### config.mk
export PLATFORM = sky130hd
export DESIGN_NAME = lexical_token_scanner_core
export DESIGN_NICKNAME = d
export VERILOG_FILES = /design/src/design/lts_pkg.sv /design/src/design/lexical_token_scanner_core.sv
export SDC_FILE = /design/constraint.sdc
export NUM_CORES = 1
export LEC_CHECK = 0
export BUFFER_PORTS_ARGS = -buffer_cell sky130_fd_sc_hd__buf_2
export CAP_MARGIN = 15
export CORE_UTILIZATION = 30
export DETAILED_ROUTE_END_ITERATION = 16
export GPL_TIMING_DRIVEN = 0
export HOLD_SLACK_MARGIN = 0.02
export PLACE_DENSITY = 0.54
export SYNTH_ARGS = -nofsm -noshare
export SYNTH_HDL_FRONTEND = slang
export SYNTH_SLANG_ARGS = --single-unit
### constraint.sdc
create_clock -name clock -period 14.5 [get_ports clock]
set_input_delay 2.9 -clock clock [delete_from_list [all_inputs] [get_ports clock]]
set_output_delay 2.9 -clock clock [all_outputs]
set_load 0.02 [all_outputs]
### src/design/lts_pkg.sv
`default_nettype none

package lts_pkg;

   // Token length counter saturates here
   localparam int MAX_TOKEN_LEN = 255;
   localparam int CNT_W         = $clog2(MAX_TOKEN_LEN + 1);
   localparam int LEN_W         = 8;

   // Reserved word table
   localparam int KW_NUM     = 9;
   localparam int KW_MAX_LEN = 6;
   localparam int KW_IDX_W   = $clog2(KW_MAX_LEN);

   localparam logic [KW_NUM-1:0] KW_ALL = '1;

   localparam logic [7:0] KW_TEXT [KW_NUM][KW_MAX_LEN] = '{
      '{"i", "f", 8'h00, 8'h00, 8'h00, 8'h00},
      '{"e", "l", "s", "e", 8'h00, 8'h00},
      '{"w", "h", "i", "l", "e", 8'h00},
      '{"a", "n", "d", 8'h00, 8'h00, 8'h00},
      '{"o", "r", 8'h00, 8'h00, 8'h00, 8'h00},
      '{"i", "n", "t", 8'h00, 8'h00, 8'h00},
      '{"d", "o", "b", "l", "e", 8'h00},
      '{"b", "o", "o", "l", 8'h00, 8'h00},
      '{"s", "t", "r", "i", "n", "g"}
   };

   localparam logic [KW_IDX_W:0] KW_LEN [KW_NUM] = '{
      4'd2, 4'd4, 4'd5, 4'd3, 4'd2, 4'd3, 4'd5, 4'd4, 4'd6
   };

   // Token classes
   typedef logic [3:0] class_type;

   localparam class_type CLS_KEYWORD = 4'd0;
   localparam class_type CLS_IDENT   = 4'd1;
   localparam class_type CLS_INTEGER = 4'd2;
   localparam class_type CLS_DECIMAL = 4'd3;
   localparam class_type CLS_RELOP   = 4'd4;
   localparam class_type CLS_LPAREN  = 4'd5;
   localparam class_type CLS_RPAREN  = 4'd6;
   localparam class_type CLS_ARITH   = 4'd7;
   localparam class_type CLS_LBRACE  = 4'd8;
   localparam class_type CLS_RBRACE  = 4'd9;
   localparam class_type CLS_COMMA   = 4'd10;
   localparam class_type CLS_SEMI    = 4'd11;
   localparam class_type CLS_QUOTE   = 4'd12;
   localparam class_type CLS_ERROR   = 4'd13;

   // One result transfer
   typedef struct packed {
      class_type        token_class;
      logic             halted;
      logic [7:0]       bad_char;
      logic [LEN_W-1:0] token_length;
   } result_type;

   localparam int RSP_DATA_W = 24;

   // Character classes
   function automatic logic is_letter(input logic [7:0] c);
      return (c >= "A" && c <= "Z") || (c >= "a" && c <= "z");
   endfunction

   function automatic logic is_digit(input logic [7:0] c);
      return c >= "0" && c <= "9";
   endfunction

   function automatic logic is_alnum(input logic [7:0] c);
      return is_letter(c) || is_digit(c);
   endfunction

   function automatic logic ident_end(input logic [7:0] c);
      return c == " " || c == "=" || c == ";" || c == ")" || c == "(" || c == "+" ||
             c == "-" || c == "*" || c == "/" || c == ">" || c == "<" || c == ",";
   endfunction

   function automatic logic number_end(input logic [7:0] c);
      return c == " " || c == ";" || c == ")" || c == "+" || c == "-" ||
             c == "*" || c == "/" || c == ">" || c == "<";
   endfunction

   // Drop every reserved word that cannot match once c lands at position cnt
   function automatic logic [KW_NUM-1:0] kw_update(input logic [KW_NUM-1:0] cand,
                                                   input logic [CNT_W-1:0] cnt,
                                                   input logic [7:0]       c);
      logic [KW_NUM-1:0] keep;
      keep = '0;
      for (int k = 0; k < KW_NUM; k++) begin
         if (cand[k] && cnt < CNT_W'(KW_LEN[k])) begin
            keep[k] = (KW_TEXT[k][cnt[KW_IDX_W-1:0]] == c);
         end
      end
      return keep;
   endfunction

   function automatic logic kw_hit(input logic [KW_NUM-1:0] cand,
                                   input logic [CNT_W-1:0]  cnt);
      logic hit;
      hit = 1'b0;
      for (int k = 0; k < KW_NUM; k++) begin
         if (cand[k] && cnt == CNT_W'(KW_LEN[k])) begin
            hit = 1'b1;
         end
      end
      return hit;
   endfunction

endpackage

`default_nettype wire

### src/design/lexical_token_scanner_core.sv
// A result is formed from the byte that finishes its token and is registered in the output
// register, or in the skid entry if the output is stalled. Throughput: one byte per cycle;
// the state update and result are combinational; a two-entry output (result register plus
// skid) keeps req_tready free of rsp_tready. req_tready drops only while the skid is occupied.
// Reset: synchronous, active high; returns the scanner to idle, clears the length, rearms
// all reserved-word candidates, clears the halt flag and empties the output.
`default_nettype none

module lexical_token_scanner_core
   import lts_pkg::*;
(
   input  wire                   clock,
   input  wire                   reset,
   // Input byte stream
   input  wire                   req_tvalid,
   output logic                  req_tready,
   input  wire  [7:0]            req_tdata,   // [7:0] char_in
   // Token stream
   output logic                  rsp_tvalid,
   input  wire                   rsp_tready,
   output logic [RSP_DATA_W-1:0] rsp_tdata,   // [7:0] token_length, [15:8] bad_char,
                                              // [16] halted, [23:17] zero
   output logic [3:0]            rsp_tuser    // [3:0] token_class
);

   // Scanner states
   localparam logic [3:0] S_IDLE   = 4'd0;
   localparam logic [3:0] S_IDENT  = 4'd1;
   localparam logic [3:0] S_INT    = 4'd2;
   localparam logic [3:0] S_COMMA  = 4'd3;
   localparam logic [3:0] S_DEC    = 4'd4;
   localparam logic [3:0] S_REL    = 4'd5;
   localparam logic [3:0] S_BANG   = 4'd6;
   localparam logic [3:0] S_REL2   = 4'd7;
   localparam logic [3:0] S_LPAR   = 4'd8;
   localparam logic [3:0] S_RPAR   = 4'd9;
   localparam logic [3:0] S_ARITH  = 4'd10;
   localparam logic [3:0] S_LBRACE = 4'd11;
   localparam logic [3:0] S_RBRACE = 4'd12;
   localparam logic [3:0] S_SEP    = 4'd13;
   localparam logic [3:0] S_SEMI   = 4'd14;
   localparam logic [3:0] S_QUOTE  = 4'd15;

   logic [3:0]        state_ff, state_in;
   logic [CNT_W-1:0]  count_ff, count_in;
   logic [KW_NUM-1:0] cand_ff, cand_in;
   logic              stop_ff, stop_in;

   result_type        main_ff, main_in;
   result_type        skid_ff, skid_in;
   logic              main_valid_ff, main_valid_in;
   logic              skid_valid_ff, skid_valid_in;

   logic              accept;
   logic              has_res;
   result_type        res;
   logic [7:0]        c;
   logic [3:0]        start_state;
   logic              consume;
   logic [3:0]        consume_state;
   logic              track_kw;
   logic              ends;
   class_type         end_class;
   logic              halt_after;
   logic [CNT_W-1:0]  count_inc;
   logic [LEN_W-1:0]  length_sat;
   logic              main_free;

   assign c          = req_tdata;
   assign req_tready = !skid_valid_ff;
   assign accept     = req_tvalid && req_tready;

   assign count_inc  = (count_ff == CNT_W'(MAX_TOKEN_LEN)) ? count_ff : count_ff + 1'b1;
   assign length_sat = (count_ff > CNT_W'(255)) ? 8'hFF : count_ff[LEN_W-1:0];

   // Token start decode from idle
   always_comb begin
      start_state = S_IDLE;
      if (is_letter(c)) begin
         start_state = S_IDENT;
      end else if (is_digit(c)) begin
         start_state = S_INT;
      end else begin
         case (c)
            "<", ">", "=":      start_state = S_REL;
            "!":                start_state = S_BANG;
            "(":                start_state = S_LPAR;
            ")":                start_state = S_RPAR;
            "+", "-", "*", "/": start_state = S_ARITH;
            "{":                start_state = S_LBRACE;
            "}":                start_state = S_RBRACE;
            ",":                start_state = S_SEP;
            ";":                start_state = S_SEMI;
            "\"":               start_state = S_QUOTE;
            default:            start_state = S_IDLE;
         endcase
      end
   end

   // Per-state follower check
   always_comb begin
      consume       = 1'b0;
      consume_state = state_ff;
      track_kw      = 1'b0;
      ends          = 1'b0;
      end_class     = CLS_ERROR;
      halt_after    = 1'b0;
      unique case (state_ff)
         S_IDLE: begin
         end
         S_IDENT: begin
            if (is_alnum(c)) begin
               consume  = 1'b1;
               track_kw = 1'b1;
            end else if (ident_end(c)) begin
               ends      = 1'b1;
               end_class = kw_hit(cand_ff, count_ff) ? CLS_KEYWORD : CLS_IDENT;
            end
         end
         S_INT: begin
            if (is_alnum(c)) begin
               consume = 1'b1;
            end else if (c == ",") begin
               consume       = 1'b1;
               consume_state = S_COMMA;
            end else if (number_end(c)) begin
               ends      = 1'b1;
               end_class = CLS_INTEGER;
            end
         end
         S_COMMA: begin
            if (is_alnum(c)) begin
               consume       = 1'b1;
               consume_state = S_DEC;
            end
         end
         S_DEC: begin
            if (is_alnum(c)) begin
               consume = 1'b1;
            end else if (number_end(c)) begin
               ends      = 1'b1;
               end_class = CLS_DECIMAL;
            end
         end
         S_REL: begin
            if (c == "=") begin
               consume       = 1'b1;
               consume_state = S_REL2;
            end else if (c == " " || is_alnum(c)) begin
               ends      = 1'b1;
               end_class = CLS_RELOP;
            end
         end
         S_BANG: begin
            if (c == "=") begin
               consume       = 1'b1;
               consume_state = S_REL2;
            end
         end
         S_REL2: begin
            ends      = (c == " " || is_alnum(c));
            end_class = CLS_RELOP;
         end
         S_LPAR: begin
            ends      = (c == " " || is_alnum(c));
            end_class = CLS_LPAREN;
         end
         S_RPAR: begin
            ends      = (c == " " || c == "{" || c == "}" || c == "," || c == "=");
            end_class = CLS_RPAREN;
         end
         S_ARITH: begin
            ends      = (c == " " || is_alnum(c));
            end_class = CLS_ARITH;
         end
         S_LBRACE: begin
            ends      = (c == " " || c == "\n" || is_alnum(c));
            end_class = CLS_LBRACE;
         end
         S_RBRACE: begin
            // closing brace: an odd follower other than 8'hFF still emits the brace, then halts
            end_class = CLS_RBRACE;
            if (c == " " || c == "\n" || is_alnum(c)) begin
               ends = 1'b1;
            end else if (c != 8'hFF) begin
               ends       = 1'b1;
               halt_after = 1'b1;
            end
         end
         S_SEP: begin
            ends      = (c == " " || is_alnum(c));
            end_class = CLS_COMMA;
         end
         S_SEMI: begin
            ends      = (c == " " || c == "}" || c == "\n" || is_alnum(c));
            end_class = CLS_SEMI;
         end
         S_QUOTE: begin
            ends      = (c == " " || c == "," || c == ")" || is_alnum(c));
            end_class = CLS_QUOTE;
         end
         default: begin
         end
      endcase
   end

   // Next scanner state and result
   always_comb begin
      state_in = state_ff;
      count_in = count_ff;
      cand_in  = cand_ff;
      stop_in  = stop_ff;
      has_res  = 1'b0;
      res      = '0;
      if (accept && !stop_ff) begin
         if (state_ff != S_IDLE && consume) begin
            state_in = consume_state;
            count_in = count_inc;
            if (track_kw) begin
               cand_in = kw_update(cand_ff, count_ff, c);
            end
         end else if (state_ff != S_IDLE && !ends) begin
            // lexical error
            has_res          = 1'b1;
            res.token_class  = CLS_ERROR;
            res.token_length = length_sat;
            res.bad_char     = c;
            res.halted       = 1'b1;
            stop_in          = 1'b1;
            state_in         = S_IDLE;
            count_in         = '0;
            cand_in          = KW_ALL;
         end else if (state_ff != S_IDLE && halt_after) begin
            has_res          = 1'b1;
            res.token_class  = end_class;
            res.token_length = length_sat;
            res.halted       = 1'b1;
            stop_in          = 1'b1;
            state_in         = S_IDLE;
            count_in         = '0;
            cand_in          = KW_ALL;
         end else begin
            // token done (or idle): re-examine the byte from idle
            has_res          = (state_ff != S_IDLE);
            res.token_class  = end_class;
            res.token_length = length_sat;
            state_in         = start_state;
            count_in         = (start_state != S_IDLE) ? CNT_W'(1) : '0;
            cand_in          = is_letter(c) ? kw_update(KW_ALL, '0, c) : KW_ALL;
         end
      end
   end

   // Output register plus skid entry
   assign main_free = !main_valid_ff || rsp_tready;

   always_comb begin
      main_in       = main_ff;
      skid_in       = skid_ff;
      main_valid_in = main_valid_ff;
      skid_valid_in = skid_valid_ff;
      if (main_free) begin
         if (skid_valid_ff) begin
            main_in       = skid_ff;
            main_valid_in = 1'b1;
            skid_valid_in = 1'b0;
         end else begin
            main_in       = res;
            main_valid_in = has_res;
         end
      end else if (has_res) begin
         skid_in       = res;
         skid_valid_in = 1'b1;
      end
   end

   always_ff @(posedge clock) begin
      if (reset) begin
         state_ff      <= S_IDLE;
         count_ff      <= '0;
         cand_ff       <= KW_ALL;
         stop_ff       <= 1'b0;
         main_valid_ff <= 1'b0;
         skid_valid_ff <= 1'b0;
      end else begin
         state_ff      <= state_in;
         count_ff      <= count_in;
         cand_ff       <= cand_in;
         stop_ff       <= stop_in;
         main_valid_ff <= main_valid_in;
         skid_valid_ff <= skid_valid_in;
      end
   end

   always_ff @(posedge clock) begin
      main_ff <= main_in;
      skid_ff <= skid_in;
   end

   assign rsp_tvalid = main_valid_ff;
   assign rsp_tuser  = main_ff.token_class;
   assign rsp_tdata  = {7'b0, main_ff.halted, main_ff.bad_char, main_ff.token_length};

endmodule

`default_nettype wire

# Word level (Yosys, flattened, before mapping)
# Memories as Yosys holds them, arrays and structs flattened.
# Cells that the tools add are included.
[word_totals]
reg_bits = 66
latchBits = 0
ram_bits = 0
mem_bits_ro = 576
inputBits = 12
output_inout_bits = 30
elab_cells = 286
mem_count = 9
[mem_list]
columns = ["memory", "depth", "width", "read_ports", "rd_ports_with_merged_regs", "write_ports", "line", "source"]
rows = [
  ["(name not given)", 8, 8, 1, 0, 0, "lts_pkg.sv:92", "keep[k] = (KW_TEXT[k][cnt[KW_IDX_W-1:0]] == c);"],
  ["(name not given)", 8, 8, 1, 0, 0, "lts_pkg.sv:92", ""],
  ["(name not given)", 8, 8, 1, 0, 0, "lts_pkg.sv:92", ""],
  ["(name not given)", 8, 8, 1, 0, 0, "lts_pkg.sv:92", ""],
  ["(name not given)", 8, 8, 1, 0, 0, "lts_pkg.sv:92", ""],
  ["(name not given)", 8, 8, 1, 0, 0, "lts_pkg.sv:92", ""],
  ["3 more memories", "-", "-", "-", "-", "-", "-", ""],
]
[op_classes]
n_addsub = 1
multipliers = 0
n_div = 0
n_lt_le_gt_ge = 13
eq_ne = 63
n_shift = 0
n_mux = 104
bitwise_logic = 3
n_reduce_logical = 79
[op_table]
columns = ["op", "n"]
rows = [
  ["$mux W8", 22],
  ["$eq A8 B6 Y1 const B", 14],
  ["$eq A8 B8 Y1", 9],
  ["$mux W4", 18],
  ["$eq A7 B8 Y1 const A", 8],
  ["$mux W21", 3],
  ["$pmux W4 S13", 1],
  ["$mux W1", 50],
  ["$mux W9", 5],
  ["$pmux W4 S10", 1],
  ["$logic_or A1 B1 Y1", 35],
  ["$eq A4 B4 Y1 const B", 8],
  ["$logic_and A1 B1 Y1", 26],
  ["$eq A8 B3 Y1 const B", 3],
  ["$lt A8 B3 Y1 const B", 3],
  ["$eq A4 B3 Y1 const B", 4],
  ["$eq A8 B2 Y1 const B", 2],
  ["$eq A8 B7 Y1 const B", 2],
  ["$ge A8 B7 Y1 const B", 2],
  ["$le A8 B7 Y1 const B", 2],
  ["$lt A8 B2 Y1 const B", 2],
  ["$ne A3 B3 Y1 const B", 4],
  ["$pmux W4 S3", 1],
  ["$pmux W1 S10", 1],
  ["25 further kinds", 37],
]

# Longest topological paths before layout
# Gate-level depths: netlist (run 1).
[logic_depth]
ltp_word = 23
depth_mapped = 11
ltp_nobuf = 9

# Worst setup path before layout (run 1)
# Ideal clock, no wire load.
[synth_timing]
kind = "input -> register"
start = "input req_tdata[3]"
end = "register skid_ff[0] in the netlist's numbering (enable)"
setup_time_ns = 0.425
t_arrival_ns = 6.112
required_time_ns = 14.075
slack_ns = 7.963
path_stages = 9
path_buffers = 3
cell_sequence = "buf_2 -> nor2_1 -> and3_1 -> nor4_2 -> a211o_1 -> buf_2 -> or2_1 -> clkbuf_1 -> nor3_1"
[synth_between]
elab_chain_len = 21
word_cells_on_any_way = 86
cone_classes = "order compare: 6; eq/ne: 16; mux: 22; reduce/logical: 42"
[synth_lines]
columns = ["item", "line", "source"]
rows = [
  ["from (decl)", "lexical_token_scanner_core.sv:17", "input wire [7:0] req_tdata,"],
  ["$eq A8 B6 Y1, on equally long branches", "-", ""],
  ["$logic_or A1 B1 Y1 (11 in series)", "lts_pkg.sv:75", "return c == \" \" || c == \"=\" || c == \";\" || c == \")\" || c == \"(\" || c == \"+\" ||"],
  ["$mux W1", "lexical_token_scanner_core.sv:115", "end else if (ident_end(c)) begin"],
  ["$mux W1", "lexical_token_scanner_core.sv:112", "if (is_alnum(c)) begin"],
  ["$pmux W1 S10", "lexical_token_scanner_core.sv:108", "unique case (state_ff)"],
  ["$logic_not A1 Y1", "lexical_token_scanner_core.sv:222", "end else if (state_ff != S_IDLE && !ends) begin"],
  ["$logic_and A1 B1 Y1", "lexical_token_scanner_core.sv:222", ""],
  ["$mux W1", "lexical_token_scanner_core.sv:222", ""],
  ["$mux W1 *", "lexical_token_scanner_core.sv:216", "if (state_ff != S_IDLE && consume) begin"],
  ["$mux W1 *", "lexical_token_scanner_core.sv:215", "if (accept && !stop_ff) begin"],
  ["$reduce_and A2 Y1 (no source line) *", "-", ""],
  ["to (signal assigned)", "lexical_token_scanner_core.sv:297", "skid_ff <= skid_in;"],
  ["to (decl)", "lexical_token_scanner_core.sv:50", "result_type skid_ff, skid_in;"],
]
# Every way passes the cells marked *; elsewhere a longest branch is shown, timed or not.
# A chain may end at the register's enable or synchronous reset.

# Final worst setup path (run 1)
[layout_timing]
start = "input req_tdata[3]"
end = "register skid_ff[1] in the netlist's numbering (enable)"
# Same word-level chain as after synthesis.

==> results.sh, run 1 <==
export IMPL_syn_area_per_cell_um2=8.43
export IMPL_detail_route_vias_per_cell=5.58
export IMPL_grt_pass1_wl_um=23700
export IMPL_hold_violations=0
export IMPL_die_h_um=127
export IMPL_clock_skew_final_ns=0.00754
export IMPL_finalNonFillerCells=826
export IMPL_ys_ff_latch=66
export IMPL_synth_enable_flop_cells=42
export IMPL_yosys_cell_types_count=73
export IMPL_setup_ws_ns=8.39
export IMPL_remaining_antenna_violation_count_after_routing=0
export IMPL_hp_class="register to register"
export IMPL_drive_above_1_share_pct=13.3
export IMPL_htree_levels=3
export IMPL_synth_top_cells_by_area="edfxtp_1 27%, dfxtp_1 10%, nand2_1 3.5%, o21ai_0 3.4%, nor2_1 3.2%"
export IMPL_max_slew_margin_rel_pct=19.0
export IMPL_root_buffer="clkbuf_16"
export IMPL_worst_path_max_fanout=13
export IMPL_drt_iter0_drc=539
export IMPL_register_to_register_path_depth=10
export IMPL_ir_worst_vdd_uv=51.9
export IMPL_final_setup_tns_ns=0
export IMPL_num_nets_final=630
export IMPL_synth_warning_count=0
export IMPL_whs_path_depth=2
export IMPL_cp_end_kind="register"
export IMPL_clkLatencyLatePin_ns=0.33
export IMPL_timing_critical_path_required_ns=14.53
export IMPL_synth_largest_area_cell="edfxtp_1"
export IMPL_cell_area_power_density_mw_per_mm2=106
export IMPL_most_frequent_cells_in_the_layout="46 x buf_2, 44 x nand2_1, 42 x edfxtp_1"
export IMPL_coreArea_mm2=0.0153
export IMPL_cp_start_kind="input pin"
export IMPL_number_of_buffers_created_by_cts=9
export IMPL_grt_use_total_pct=18.7
export IMPL_routabilityCongestion=0.912
export IMPL_insertedDiodeCount=0
export IMPL_power_combinational_fraction_pct=25.5
export IMPL_initial_core_util_pct=31.0
export IMPL_period_minus_slack_ns=6.11
export IMPL_netlist_area_mm2=0.00472
export IMPL_drv_max_cap_violation_count=0
export IMPL_maximum_number_of_pins_on_one_net_before_global_route_repair=25
export IMPL_rsz0062_at_grt="no"
export IMPL_worstPathArrival_ns=6.14
export IMPL_report_final_setup_viol=0
export IMPL_vias_in_the_first_global_route=4318
export IMPL_net_switching_power_figure_mw=0.183
export IMPL_cts_tree="yes"
export IMPL_synth_seq_area_share_pct=36.9
export IMPL_io_buffers=32
export IMPL_cts_sink_count=66
export IMPL_die_area_mm2=0.0162
export IMPL_routed_wire_length_per_instance_um=18.0
export IMPL_r2r_setup_slack_ns=10.87
export IMPL_cts_reportedPaths_clkPinSlew_ns=0.05
export IMPL_area_growth_synth_to_finish_pct=16.1
export IMPL_hold_end="stop_ff$_SDFFE_PP0P_"
export IMPL_netSwitchingFraction_pct=31.5
export IMPL_number_of_buffers_added_to_fix_hold_violations_after_cts=0
export IMPL_rows=45
export IMPL_cts_repair_resized=0
export IMPL_first_pass_drt_iterations=5
export IMPL_cts_repair_timing_setup_buffer_count=0
export IMPL_gr_total_overflow=0
export IMPL_worstSetupPathType="input pin to register"
export IMPL_cp_startpoint="req_tdata[3]"
export IMPL_route_final_wire_length_um=14800
export IMPL_grt_antenna_before_repair=0
export IMPL_synth_cells=560
export IMPL_dieWidth_um=127
export IMPL_clock_path_buffers=2
export IMPL_vias=4605
export IMPL_dp_cells=810
export IMPL_rr_startpoint="state_ff[3]$_SDFFE_PP0P_"
export IMPL_timing_final_crit_share_pct=42.1
export IMPL_end_of_the_worst_register_to_register_path="skid_ff[1]$_DFFE_PP_"
export IMPL_timing_fmax_mhz=164
export IMPL_static_leakage_power_nw=2.18
export IMPL_yosysTopAreaCellShare_pct=26.7
export IMPL_slew_viol_final=0
export IMPL_seq_power_share_pct=38.0
export IMPL_post_route_drc_count=0
export IMPL_pwr_share_clk_pct=36.4
export IMPL_fillCellCount=1592
export IMPL_post_place_ws_ns=8.03
export IMPL_io_pin_count=42
export IMPL_power_internal_mw=0.397
export IMPL_worst_slew_pin_slew_ns=1.18
export IMPL_startpoint_of_the_worst_hold_path="stop_ff$_SDFFE_PP0P_"
export IMPL_synthFlopType="edfxtp_1"
export IMPL_dp_final_hpwl_um=11100
export IMPL_synthArstFlopShare_pct=0
export IMPL_mostFrequentLayoutCell="buf_2"
export IMPL_status="finished clean"
[registers in the layout (all words and copies together), names as in the netlist]
name and cells:
cand_ff 9, skid_valid_ff 1, rsp_tdata 17, rsp_tvalid 1, count_ff 8, stop_ff 1
rsp_tuser 4, skid_ff 21, state_ff 4
[per-layer routing]
metal	track usage (%)	up-vias	routed length [um]
met5	0	-	0
met4	7.28	0	419
met3	2.68	32	910
met2	29.2	204	6650
met1	26.1	2203	6860
li1	-	2166	-
[stage by stage]
| stage | power [mW] | utilization (%) | instance area, um^2 | hold slack, ns |
|---|---|---|---|---|
| finish | 0.580 | 35.9 | 5480 | 0.453 |
| global route | 0.605 | 35.9 | 5480 | 0.475 |
| floorplan | 0.328 | - | 4750 | 0.432 |
| detailed placement | 0.370 | 34.0 | 5190 | 0.446 |
| CTS | 0.581 | 35.9 | 5480 | 0.455 |
| global placement | 0.370 | 33.9 | 5170 | 0.443 |
[kinds of logic (layout without fill, tap and decap cells)]
group | after synthesis | in the layout | synth area share [%]
AOI/OAI and AO/OA | 155 | 155 | 22.4
xor gates and xnor gates | 21 | 21 | 3.89
adders and majority gates | 8 | 8 | 2.12
buffers and inverters | 75 | 124 | 7.05
DFF | 66 | 66 | 36.9
muxes | 5 | 5 | 1.11
other | 1 | 7 | 0.0794
and+or+nand+nor | 229 | 229 | 26.5
[worst max path at each step]
stage                     slack [ns]  cells after the start                     to
after global placement          6.67                      9   skid_ff[0]$_DFFE_PP_
after detailed placement        8.03                     10   skid_ff[0]$_DFFE_PP_
final                           8.39                     10   skid_ff[1]$_DFFE_PP_
after floorplan                 7.96                      9   skid_ff[0]$_DFFE_PP_
after global routing            8.14                     10   skid_ff[0]$_DFFE_PP_
after CTS                       8.36                     10  skid_ff[13]$_DFFE_PP_
[critical path, cell delays in order]
cell	delay, ns
buf_2	0.16
nor2_1	0.65
and3_1	0.29
nor4_2	0.10
a211o_1	0.33
buf_2	0.20
or2_1	0.26
clkbuf_1	0.28
nor3_2	0.70
buf_6	0.27
[cells in the mapped netlist (all sizes together) (13+ instances only)]
| cell type | count |
|---|---|
| nand3 | 20 |
| o21ai | 32 |
| edfxtp | 42 |
| inv | 16 |
| a21o | 18 |
| nand2 | 44 |
| clkbuf | 28 |
| dfxtp | 24 |
| buf | 29 |
| a21oi | 30 |
| nor3 | 26 |
| nor2 | 40 |
| xnor2 | 13 |
| and3 | 17 |
[power by group through the flow]
stage          logic (mW)  clock network [mW]  registers [mW]
2_1_floorplan      0.0928                   0           0.235
3_3_place_gp        0.146                   0           0.224
3_5_place_dp        0.146                   0           0.224
4_1_cts             0.146               0.214           0.221
5_1_grt             0.161               0.222           0.222
6_report            0.148               0.211           0.221
[cell type report]
| cell class | instances | area, um^2 | share of cell area, % |
|---|---|---|---|
| multi-input cells | 425 | 2680 | 48.8 |
| flip-flops and latches | 66 | 1740 | 31.8 |
| plain buffers | 57 | 265 | 4.84 |
| well taps | 211 | 264 | 4.82 |
| clock buffers | 9 | 225 | 4.11 |
| repair buffers | 33 | 171 | 3.13 |
| clock inverters | 7 | 70.1 | 1.28 |
| inverters | 18 | 67.6 | 1.23 |
Power figures use the tool's default switching activity.
==> inputs of run 2 (changes only) <==
--- a/config.mk
+++ b/config.mk
@@ -11,7 +11,7 @@
 export DETAILED_ROUTE_END_ITERATION = 16
 export GPL_TIMING_DRIVEN = 0
 export HOLD_SLACK_MARGIN = 0.02
-export PLACE_DENSITY = 0.54
+export PLACE_DENSITY = 0.55
 export SYNTH_ARGS = -nofsm -noshare
 export SYNTH_HDL_FRONTEND = slang
 export SYNTH_SLANG_ARGS = --single-unit
==> constraint.sdc (replaced) <==
create_clock -name clock -period 5.6 [get_ports clock]
set_input_delay 1.12 -clock clock [delete_from_list [all_inputs] [get_ports clock]]
set_output_delay 1.12 -clock clock [all_outputs]
set_load 0.02 [all_outputs]
==> run 2 against run 1 <==
  * Count of clock-buffer cells in the layout unchanged
  * Via count down 1.0%
  * Critical path depth unchanged
  * Flip-flop and latch count unchanged
  * Sequential share of layout area down 0.14 points
  * Power rose to 2.7 times the previous value
  * Cell count unchanged
  * Core utilization up 0.16 points
  * Global-route usage down 0.95 points
  * Critical endpoint is now skid_ff[4]$_DFFE_PP_
==> results.sh, run 2 (same netlist as run 1, synthesis figures left out) <==
export IMPL_root_buffer="clkbuf_16"
export IMPL_slew_viol_final=0
export IMPL_drt_iter0_drc=592
export IMPL_rows=45
export IMPL_largest_register_ffs=21
export IMPL_post_place_ws_ns=1.01
export IMPL_fin_util_pct=36.1
export IMPL_timing_final_crit_share_pct=76.2
export IMPL_htree_levels=3
export IMPL_critical_path_buf_inv_count=4
export IMPL_routed_wire_length_per_instance_um=17.6
export IMPL_cts_repair_timing_setup_buffer_count=0
export IMPL_dp_final_hpwl_um=10800
export IMPL_design_power_total_mw=1.55
export IMPL_area_growth_synth_to_finish_pct=16.6
export IMPL_cp_start_kind="input pin"
export IMPL_worst_path_most_repeated_cell="buf_2"
export IMPL_drive_above_1_share_pct=13.3
export IMPL_timing_fmax_mhz=234
export IMPL_vias=4557
export IMPL_insertedDiodeCount=0
export IMPL_dieWidth_um=127
export IMPL_drv_max_cap_violation_count=0
export IMPL_vias_in_the_first_global_route=4123
export IMPL_remaining_antenna_violation_count_after_routing=0
export IMPL_grt_pass1_wl_um=22400
export IMPL_mostFrequentLayoutCell="buf_2"
export IMPL_cp_end_kind="register"
export IMPL_finalNonFillerCells=826
export IMPL_path_delay_family="simple AND/OR/NAND/NOR gates"
export IMPL_most_frequent_cells_in_the_layout="46 x buf_2, 44 x nand2_1, 42 x edfxtp_1"
export IMPL_post_route_drc_count=0
export IMPL_dp_cells=810
export IMPL_worst_path_max_fanout=13
export IMPL_route_final_wire_length_um=14500
export IMPL_cts_tree="yes"
export IMPL_io_pin_count=42
export IMPL_first_pass_drt_iterations=5
export IMPL_placed_cell_area_mm2=0.00519
export IMPL_number_of_buffers_created_by_cts=9
export IMPL_setup_ws_ns=1.33
export IMPL_worstSetupPathType="input pin to register"
export IMPL_regMostFlops="skid_ff"
export IMPL_number_of_buffers_added_to_fix_hold_violations_after_cts=0
export IMPL_grt_use_total_pct=17.8
export IMPL_initial_core_util_pct=31.0
export IMPL_worstPathArrival_ns=4.30
export IMPL_worst_slew_pin_slew_ns=1.09
export IMPL_gr_total_overflow=0
export IMPL_final_setup_tns_ns=0
export IMPL_ir_worst_vdd_uv=153
export IMPL_detail_route_vias_per_cell=5.52
export IMPL_final_hold_worst_slack_ns=0.470
export IMPL_io_buffers=32
export IMPL_num_nets_final=630
export IMPL_hp_class="register to register"
export IMPL_finish_instance_area_mm2=0.00551
export IMPL_cts_reportedPaths_clkPinSlew_ns=0.05
export IMPL_hold_violations=0
export IMPL_die_h_um=127
export IMPL_static_leakage_power_nw=2.19
export IMPL_cts_repair_resized=0
export IMPL_status="finished clean"
export IMPL_maximum_number_of_pins_on_one_net_before_global_route_repair=25
export IMPL_cpPeakStageDelay_ns=0.65
export IMPL_crit_slowest_cell="nor3_2"
export IMPL_period_minus_slack_ns=4.27
export IMPL_die_area_mm2=0.0162
export IMPL_worst_path_cell_trace="buf_2 > nor2_1 > and3_1 > nor4_2 > a211o_1 > buf_2 > or2_1 > clkbuf_1 > nor3_2 > buf_6"
export IMPL_routabilityCongestion=0.915
export IMPL_clock_skew_final_ns=0.00787
export IMPL_rsz0062_at_grt="no"
export IMPL_grt_antenna_before_repair=0
export IMPL_clock_path_buffers=2
export IMPL_clkLatencyLatePin_ns=0.33
export IMPL_report_final_setup_viol=0
export IMPL_coreArea_mm2=0.0153
export IMPL_timing_critical_path_required_ns=5.63
export IMPL_cell_area_power_density_mw_per_mm2=282
export IMPL_cts_sink_count=66
export IMPL_max_slew_margin_rel_pct=27.3
run 2: changes by cell type in the layout (fill, tap and decap cells not counted):
cell / delta
clkinv_4: +1
bufinv_16: +1
clkinvlp_4: -2
run 2: worst reg2reg max path, stage by stage (launching register included):
cell,delay [ns]
dfxtp_1,0.36
clkbuf_1,0.33
clkbuf_1,0.39
nor4b_1,0.12
and3_1,0.19
a211o_1,0.22
buf_2,0.21
or2_1,0.26
clkbuf_1,0.29
nor3_2,0.66
buf_6,0.26
run 2: final cells by class:
| class | count | area (um^2) |
|---|---|---|
| fillers | 1584 | 9750 |
| multi-input cells | 425 | 2680 |
| flip-flops and latches | 66 | 1740 |
| plain buffers | 57 | 265 |
| well taps | 211 | 264 |
| clock buffers | 9 | 225 |
| repair buffers | 33 | 171 |
| clock inverters | 7 | 93.8 |
| inverters | 18 | 67.6 |
run 2: path summary, 6_finish.rpt:
path / depth (start not counted) / start / slack (ns) / to
setup / recovery: 10 / req_tdata[3] / 1.33 / skid_ff[4]$_DFFE_PP_
hold / removal: 2 / stop_ff$_SDFFE_PP0P_ / 0.47 / stop_ff$_SDFFE_PP0P_
setup reg to reg: 10 / state_ff[2]$_SDFFE_PP0P_ / 2.02 / skid_ff[4]$_DFFE_PP_
hold reg to reg: 2 / stop_ff$_SDFFE_PP0P_ / 0.47 / stop_ff$_SDFFE_PP0P_
run 2: per-layer routing:
metal | up-vias | track usage, % | wire (um) | part of all wire (%)
li1 | 2168 | - | - | -
met5 | - | 0 | 0 | 0
met1 | 2170 | 24.7 | 6930 | 48
met4 | 0 | 7.21 | 410 | 2.8
met3 | 30 | 2.39 | 804 | 5.5
met2 | 189 | 27.7 | 6380 | 44
run 2: power by group:
group,internal [mW],switching [mW],leakage (nW),total (mW)
clock,0.388,0.211,0.153,0.599
sequential,0.557,0.0137,0.649,0.571
combinational,0.129,0.256,1.39,0.384
